**src/hdl/lsbp_pkg.sv**
```systemverilog
package lsbp_pkg;

    // Default and largest supported slot count.
    localparam int SLOTS_DEF = 8;
    localparam int SLOTS_MAX = 64;

    // Widths of the fields and of the internal slot number.
    localparam int SLOT_W   = 6;
    localparam int FIELD_W  = 3;
    localparam int TAG_W    = 32;
    localparam int KIND_W   = 2;
    localparam int CFG_IDX_W = 2;
    localparam int CFG_DAT_W = 4;
    localparam int COUNT_W  = 4;

    // Transaction kinds.
    localparam logic [KIND_W-1:0] KIND_FILL    = 2'd0;
    localparam logic [KIND_W-1:0] KIND_RELEASE = 2'd1;
    localparam logic [KIND_W-1:0] KIND_TAKE    = 2'd2;

    // Configuration register indexes.
    localparam logic [CFG_IDX_W-1:0] CFG_SLOTS_IN_USE    = 2'd0;
    localparam logic [CFG_IDX_W-1:0] CFG_PARTS_TIE_BREAK = 2'd1;

    // Configuration reset values.
    localparam logic [COUNT_W-1:0] SLOTS_IN_USE_RST = 4'd8;

    typedef struct packed {
        logic [KIND_W-1:0]  kind;
        logic [FIELD_W-1:0] slot_index;
        logic [TAG_W-1:0]   seq_tag;
        logic [TAG_W-1:0]   parts_tag;
    } in_item_t;

    typedef struct packed {
        logic               found;
        logic [FIELD_W-1:0] chosen_slot;
        logic [TAG_W-1:0]   chosen_seq;
        logic [TAG_W-1:0]   chosen_parts;
    } out_item_t;

    // Command broadcast from the controller to every cell.
    typedef struct packed {
        logic              fill;
        logic              rel;
        logic              claim;
        logic [SLOT_W-1:0] slot;
        logic [TAG_W-1:0]  seq;
        logic [TAG_W-1:0]  parts;
    } cell_cmd_t;

    // Running best candidate handed from cell to cell during a take.
    typedef struct packed {
        logic              valid;
        logic              have;
        logic [SLOT_W-1:0] slot;
        logic [TAG_W-1:0]  seq;
        logic [TAG_W-1:0]  parts;
    } token_t;

endpackage

```
**src/hdl/lsbp_cell.sv**
```systemverilog
module lsbp_cell
    import lsbp_pkg::*;
(
    input  logic              clk,
    input  logic              rst_n,
    input  logic [SLOT_W-1:0] my_index,
    input  logic [SLOT_W:0]   active_count,
    input  logic              tie_break,
    input  cell_cmd_t         cmd,
    input  token_t            token_in,
    output token_t            token_out
);

    logic             full_reg;
    logic             busy_reg;
    logic [TAG_W-1:0] seq_reg;
    logic [TAG_W-1:0] parts_reg;
    token_t           token_reg;

    logic   hit;
    logic   eligible;
    logic   better;
    token_t token_next;

    assign hit      = (cmd.slot == my_index);
    assign eligible = full_reg && !busy_reg && ({1'b0, my_index} < active_count);

    // This slot beats the running best on a lower sequence, or on a lower parts
    // tag at an equal sequence when tie breaking is on.
    always_comb
    begin
        better = 1'b0;
        if (eligible)
        begin
            if (!token_in.have)
            begin
                better = 1'b1;
            end
            else if (seq_reg < token_in.seq)
            begin
                better = 1'b1;
            end
            else if (tie_break && (seq_reg == token_in.seq) && (parts_reg < token_in.parts))
            begin
                better = 1'b1;
            end
        end
    end

    always_comb
    begin
        token_next = token_in;
        if (better)
        begin
            token_next.have  = 1'b1;
            token_next.slot  = my_index;
            token_next.seq   = seq_reg;
            token_next.parts = parts_reg;
        end
    end

    // Slot marks.
    always_ff @(posedge clk or negedge rst_n)
    begin
        if (!rst_n)
        begin
            full_reg <= 1'b0;
            busy_reg <= 1'b0;
        end
        else if (hit)
        begin
            if (cmd.fill)
            begin
                full_reg <= 1'b1;
            end
            else if (cmd.rel)
            begin
                full_reg <= 1'b0;
                busy_reg <= 1'b0;
            end
            else if (cmd.claim)
            begin
                busy_reg <= 1'b1;
            end
        end
    end

    // Slot tags.
    always_ff @(posedge clk)
    begin
        if (hit && cmd.fill)
        begin
            seq_reg   <= cmd.seq;
            parts_reg <= cmd.parts;
        end
    end

    // Candidate stage toward the next cell.
    always_ff @(posedge clk or negedge rst_n)
    begin
        if (!rst_n)
        begin
            token_reg <= '0;
        end
        else
        begin
            token_reg.valid <= token_in.valid;
            if (token_in.valid)
            begin
                token_reg.have  <= token_next.have;
                token_reg.slot  <= token_next.slot;
                token_reg.seq   <= token_next.seq;
                token_reg.parts <= token_next.parts;
            end
        end
    end

    assign token_out = token_reg;

endmodule

```
**src/hdl/lowest_sequence_buffer_pick.sv**
```systemverilog
// Fill and release transactions are accepted back to back.
// A take walks a candidate through a chain of SLOTS cells, one cell per cycle; its
// result then passes through a pending register into the output register, and no
// transaction is accepted while the candidate is in the chain or the result is pending.
// Reset (rst_n, asynchronous, active low) clears all full and in-use marks and sets
// slots_in_use to 8 and parts_tie_break to 1; slot tags are undefined until filled.
module lowest_sequence_buffer_pick
    import lsbp_pkg::*;
#(
    parameter int SLOTS = SLOTS_DEF
)
(
    input  logic                 clk,
    input  logic                 rst_n,
    input  logic                 in_valid,
    output logic                 in_ready,
    input  in_item_t             in_data,
    output logic                 out_valid,
    input  logic                 out_ready,
    output out_item_t            out_data,
    input  logic                 cfg_valid,
    output logic                 cfg_ready,
    input  logic [CFG_IDX_W-1:0] cfg_index,
    input  logic [CFG_DAT_W-1:0] cfg_data
);

    logic [COUNT_W-1:0] slots_in_use_reg;
    logic               tie_break_reg;
    logic               scan_reg;
    logic               pend_valid_reg;
    out_item_t          pend_reg;
    logic               out_valid_reg;
    out_item_t          out_data_reg;

    logic [SLOT_W:0] active_count;
    logic            in_fire;
    logic            in_slot_ok;
    logic            scan_exit;
    logic            out_free;
    cell_cmd_t       cmd;
    token_t          token_head;
    token_t          chain [SLOTS];

    assign cfg_ready = 1'b1;
    assign in_ready  = !scan_reg && !pend_valid_reg;
    assign in_fire   = in_valid && in_ready;
    assign out_free  = !out_valid_reg || out_ready;
    assign scan_exit = chain[SLOTS-1].valid;

    // Active slot count, saturated to the table size.
    always_comb
    begin
        if (32'(slots_in_use_reg) > SLOTS)
        begin
            active_count = (SLOT_W+1)'(SLOTS);
        end
        else
        begin
            active_count = (SLOT_W+1)'(slots_in_use_reg);
        end
    end

    assign in_slot_ok = ((SLOT_W+1)'(in_data.slot_index) < active_count);

    // Broadcast command: a claim at the end of a scan, otherwise the accepted transaction.
    always_comb
    begin
        cmd.fill  = 1'b0;
        cmd.rel   = 1'b0;
        cmd.claim = 1'b0;
        cmd.slot  = SLOT_W'(in_data.slot_index);
        cmd.seq   = in_data.seq_tag;
        cmd.parts = in_data.parts_tag;
        if (scan_exit)
        begin
            cmd.claim = chain[SLOTS-1].have;
            cmd.slot  = chain[SLOTS-1].slot;
        end
        else if (in_fire && in_slot_ok)
        begin
            cmd.fill = (in_data.kind == KIND_FILL);
            cmd.rel  = (in_data.kind == KIND_RELEASE);
        end
    end

    // Candidate entering the first cell.
    always_comb
    begin
        token_head.valid = in_fire && (in_data.kind == KIND_TAKE);
        token_head.have  = 1'b0;
        token_head.slot  = '0;
        token_head.seq   = '0;
        token_head.parts = '0;
    end

    // Chain of slot cells.
    for (genvar i = 0; i < SLOTS; i++)
    begin : g_cell
        token_t link_in;

        if (i == 0)
        begin : g_head
            assign link_in = token_head;
        end
        else
        begin : g_body
            assign link_in = chain[i-1];
        end

        lsbp_cell u_cell (
            .clk          (clk),
            .rst_n        (rst_n),
            .my_index     (SLOT_W'(i)),
            .active_count (active_count),
            .tie_break    (tie_break_reg),
            .cmd          (cmd),
            .token_in     (link_in),
            .token_out    (chain[i])
        );
    end

    // Configuration registers.
    always_ff @(posedge clk or negedge rst_n)
    begin
        if (!rst_n)
        begin
            slots_in_use_reg <= SLOTS_IN_USE_RST;
            tie_break_reg    <= 1'b1;
        end
        else if (cfg_valid)
        begin
            case (cfg_index)
                CFG_SLOTS_IN_USE:    slots_in_use_reg <= cfg_data;
                CFG_PARTS_TIE_BREAK: tie_break_reg    <= cfg_data[0];
                default:             ;
            endcase
        end
    end

    // Scan control, pending result and output register.
    always_ff @(posedge clk or negedge rst_n)
    begin
        if (!rst_n)
        begin
            scan_reg       <= 1'b0;
            pend_valid_reg <= 1'b0;
            out_valid_reg  <= 1'b0;
        end
        else
        begin
            if (token_head.valid)
            begin
                scan_reg <= 1'b1;
            end
            else if (scan_exit)
            begin
                scan_reg <= 1'b0;
            end

            if (scan_exit)
            begin
                pend_valid_reg <= 1'b1;
            end
            else if (pend_valid_reg && out_free)
            begin
                pend_valid_reg <= 1'b0;
            end

            if (pend_valid_reg && out_free)
            begin
                out_valid_reg <= 1'b1;
            end
            else if (out_ready)
            begin
                out_valid_reg <= 1'b0;
            end
        end
    end

    always_ff @(posedge clk)
    begin
        if (scan_exit)
        begin
            pend_reg.found <= chain[SLOTS-1].have;
            if (chain[SLOTS-1].have)
            begin
                pend_reg.chosen_slot  <= chain[SLOTS-1].slot[FIELD_W-1:0];
                pend_reg.chosen_seq   <= chain[SLOTS-1].seq;
                pend_reg.chosen_parts <= chain[SLOTS-1].parts;
            end
            else
            begin
                pend_reg.chosen_slot  <= '0;
                pend_reg.chosen_seq   <= '0;
                pend_reg.chosen_parts <= '0;
            end
        end
        if (pend_valid_reg && out_free)
        begin
            out_data_reg <= pend_reg;
        end
    end

    assign out_valid = out_valid_reg;
    assign out_data  = out_data_reg;

endmodule

```
**config.mk**
```make
export PLATFORM = sky130hd
export DESIGN_NAME = lowest_sequence_buffer_pick
export DESIGN_NICKNAME = d
export VERILOG_FILES = /design/src/hdl/lsbp_pkg.sv /design/src/hdl/lsbp_cell.sv /design/src/hdl/lowest_sequence_buffer_pick.sv
export SDC_FILE = /design/constraint.sdc
export NUM_CORES = 2
export LEC_CHECK = 0
export BUFFER_PORTS_ARGS = -buffer_cell sky130_fd_sc_hd__buf_4
export CAP_MARGIN = 15
export CORE_ASPECT_RATIO = 1.1
export CORE_MARGIN = 3
export CORE_UTILIZATION = 51
export CTS_BUF_LIST = sky130_fd_sc_hd__clkbuf_2 sky130_fd_sc_hd__clkbuf_4 sky130_fd_sc_hd__clkbuf_8
export CTS_CLUSTER_DIAMETER = 120
export DETAILED_ROUTE_END_ITERATION = 16
export PLACE_DENSITY = 0.72
export SLEW_MARGIN = 30
export SYNTH_ARGS = -nofsm -noshare
export SYNTH_HDL_FRONTEND = slang
export SYNTH_SLANG_ARGS = --single-unit
```
**constraint.sdc**
```tcl
create_clock -name clk -period 12.6 [get_ports clk]
set_input_delay 0.63 -clock clk [delete_from_list [all_inputs] [get_ports clk]]
set_output_delay 0.63 -clock clk [all_outputs]
set_load 0.005 [all_outputs]
```
==> flow_metrics.env <==
export IMPL_ctsResizeCount=0
export IMPL_p_leak_nw=26.2
export IMPL_finalSetupViolations=0
export IMPL_status="completed"
export IMPL_yosys_area_share_simple_pct=9.69
export IMPL_vias_per_cell=5.62
export IMPL_fin_skew_ns=0.0416
export IMPL_synthTopCellsByArea="edfxtp_1 34%, dfrtp_1 25%, ha_1 9.6%"
export IMPL_grt_setup_unrepaired="false"
export IMPL_r2r_cells=8
export IMPL_synth_xor_area_share_pct=0
export IMPL_yosys_area_top_type_share_pct=33.7
export IMPL_ys_async_sr_fraction_pct=46.8
export IMPL_min_period_ns=4.32
export IMPL_postRouteAntennaNets=0
export IMPL_syn_to_final_growth_pct=12.3
export IMPL_cp_cell_sequence="nor2_1, or3b_1, nor4b_1, nand4_1, a2111o_2, buf_4, o22a_1, o211ai_1"
export IMPL_yosys_warnings=0
export IMPL_core_area_mm2=0.111
export IMPL_place_congestion=0.867
export IMPL_setup_slack_ns=8.28
export IMPL_syn_area_mm2=0.0577
export IMPL_yosys_top_cells_count="648 x edfxtp_1, 567 x dfrtp_1, 463 x inv_1"
export IMPL_crit_arrival_ns=5.11
export IMPL_power_density_mw_per_mm2=120
export IMPL_worstSetupEndpointType="register"
export IMPL_largest_reg_flops=545
export IMPL_setup_tns_ns=0
export IMPL_critPathKind="register to register"
export IMPL_ios=151
export IMPL_rrSetupSlack_ns=8.28
export IMPL_worstMarginPinSlew_ns=1.00
export IMPL_slowest_stage="a2111o_2"
export IMPL_relSlewSlack_pct=32.5
export IMPL_dr_pass1_iters=5
export IMPL_synth_compound_area_share_pct=12.4
export IMPL_die_w_um=327
export IMPL_grtUsageTotal_pct=22.2
export IMPL_grt_max_degree=157
export IMPL_hold_class="primary input to register"
export IMPL_slew_viol_final=0
export IMPL_reg2reg_to="g_cell[3].u_cell.token_out[40]"
export IMPL_slowest_delay_ns=0.85
export IMPL_synth_cell_types=71
export IMPL_synth_edf_count=648
export IMPL_path_max_fanout=85
export IMPL_initial_utilization_pct=51.7
export IMPL_period_share_pct=34.3
export IMPL_dpl_hpwl_um=90800
export IMPL_fin_nets=5662
export IMPL_ys_seq_area_share_pct=58.4
export IMPL_synth_seq_cells=1217
export IMPL_worstSkewPairLatency_ns=0.89
export IMPL_portBuffers=149
export IMPL_layout_drive_gt1_share_pct=10.9
export IMPL_drv_cap=0
export IMPL_clk_pin_slew_ns=0.06
export IMPL_ir_drop_uv=93.5
export IMPL_antenna_found_initial=2
export IMPL_row_count=128
export IMPL_clock_sinks=1217
export IMPL_chipHeight_um=359
export IMPL_synth_top_flop_cell="edfxtp_1"
export IMPL_dp_worst_setup_slack_ns=8.30
export IMPL_grt_pass1_wl_um=208000
export IMPL_synth_top_family_by_area="compound AO/OA/AOI/OAI gates"
export IMPL_cts_made_buffers=189
export IMPL_vias=38257
export IMPL_finalHoldViolations=0
export IMPL_wl_um=130000
export IMPL_whs_endpoint="g_cell[6].u_cell.seq_reg[31]"
export IMPL_crit_path_start_kind="register"
export IMPL_timing_fmax_ghz=0.231
export IMPL_cts_tree="done"
export IMPL_synth_fp_nets=5476
export IMPL_die_area_mm2=0.117
export IMPL_avgSynthCellArea_um2=11.6
export IMPL_synthMuxAreaShare_pct=4.59
export IMPL_dp_cells=6371
export IMPL_clock_path_buffers=3
export IMPL_htree_levels=4
export IMPL_syn_inst=4953
export IMPL_root_buffer="clkbuf_8"
export IMPL_required_ns=13.39
export IMPL_drt_iter0_drc=3176
export IMPL_yosysTopAreaCell="edfxtp_1"
export IMPL_synthAdderAreaFrac_pct=9.61
export IMPL_min_from="in_data[63]"
export IMPL_overflow=0
export IMPL_synth_most_common_cell="edfxtp_1"
export IMPL_grt_pass1_vias=37550
export IMPL_whs_path_depth=1
export IMPL_drc=0
export IMPL_stdcell_count=6806
export IMPL_r2r_start="slots_in_use_reg[3]"
export IMPL_wl_per_cell_um=19.1
[area by class of cell]
| class | instances | area [µm²] |
|---|---|---|
| Antenna cell | 6 | 15.0 |
| Timing Repair Buffer | 265 | 2270 |
| Fill cell | 9040 | 46700 |
| Multi-Input combinational cell | 3001 | 21100 |
| Clock inverter | 68 | 438 |
| Inverter | 465 | 1750 |
| Tap cell | 1495 | 1870 |
| Clock buffer | 289 | 3600 |
| Sequential cell | 1217 | 33700 |
[what timing repair did]
item / in CTS / in global routing
hold endpoints to repair: 555 / 0
hold buffers: 69 / 0
setup buffers: 0 / 0
[critical path, delay by kind of cell, from the launching register on]
family,cells,cell delay (ns)
AOI/OAI and AO/OA,3,1.26
buffers and inverters,1,0.51
DFF,1,0.63
and+or+nand+nor,4,1.78
[stage by stage]
stage	hold slack [ns]	total power [mW]	instance area, µm²	utilization (%)
floorplan	0.334	4.29	57700	-
global placement	0.402	4.40	59900	53.8
detailed placement	0.405	4.41	59900	53.8
CTS	0.00499	7.88	64700	58.0
global route	0.0477	8.07	64800	58.1
finish	0.116	7.79	64800	58.1
[placed cells by master, fill, tap and decap left out, drive strengths merged, types with 14 or more instances in the layout]
master and count:
a211oi 17, a21o 72, a21oi 426, a22oi 63
a31oi 91, and2 72, and4 14, buf 196
clkbuf 289, clkinv 54, dfrtp 567, dlygate4sd3 69
edfxtp 648, ha 443, inv 472, mux2i 259
nand2 290, nand3 156, nand4 203, nor2 321
nor2b 23, nor3 19, o211ai 77, o21ai 135
o22a 126, o22ai 66
[worst max path at each step]
| stage | startpoint | end | slack, ns | depth (start not counted) |
|---|---|---|---|---|
| 2_1_floorplan | g_cell[7].u_cell.token_out[71] | g_cell[1].u_cell.parts_reg[0] | 4.97 | 4 |
| 3_3_place_gp | g_cell[4].u_cell.token_out[59] | g_cell[5].u_cell.token_out[46] | 8.26 | 11 |
| 3_5_place_dp | g_cell[5].u_cell.token_out[42] | g_cell[6].u_cell.token_out[26] | 8.30 | 12 |
| 4_1_cts | g_cell[5].u_cell.token_out[42] | g_cell[6].u_cell.token_out[26] | 8.29 | 12 |
| 5_1_grt | g_cell[5].u_cell.token_out[42] | g_cell[6].u_cell.token_out[26] | 8.16 | 12 |
| 6_report | slots_in_use_reg[3] | g_cell[3].u_cell.token_out[40] | 8.28 | 8 |
[per-layer routing]
metal | vias to the layer above | GRT usage (%) | wire length (µm)
met2 | 1150 | 32.3 | 54800
met3 | 231 | 3.31 | 7800
met1 | 18309 | 33.5 | 63100
li1 | 18567 | - | -
met4 | 0 | 8.55 | 4230
met5 | - | 0 | 0
[cell families (layout without fill, tap and decap cells)]
logic type	count (synthesis)	in the layout
AOI/OAI and AO/OA	1135	1135
other	1	7
muxes	264	264
DFF	1217	1217
buffers and inverters	735	1087
adders and majority gates	443	443
and+or+nand+nor	1158	1158
[where the power goes]
| part | leakage, nW | switching (mW) | internal [mW] |
|---|---|---|---|
| Sequential | 13.0 | 0.00980 | 4.19 |
| Clock | 2.17 | 1.55 | 1.90 |
| Combinational | 11.0 | 0.0994 | 0.0431 |
| Total | 26.2 | 1.66 | 6.13 |
(Power assumes the default switching activity.)
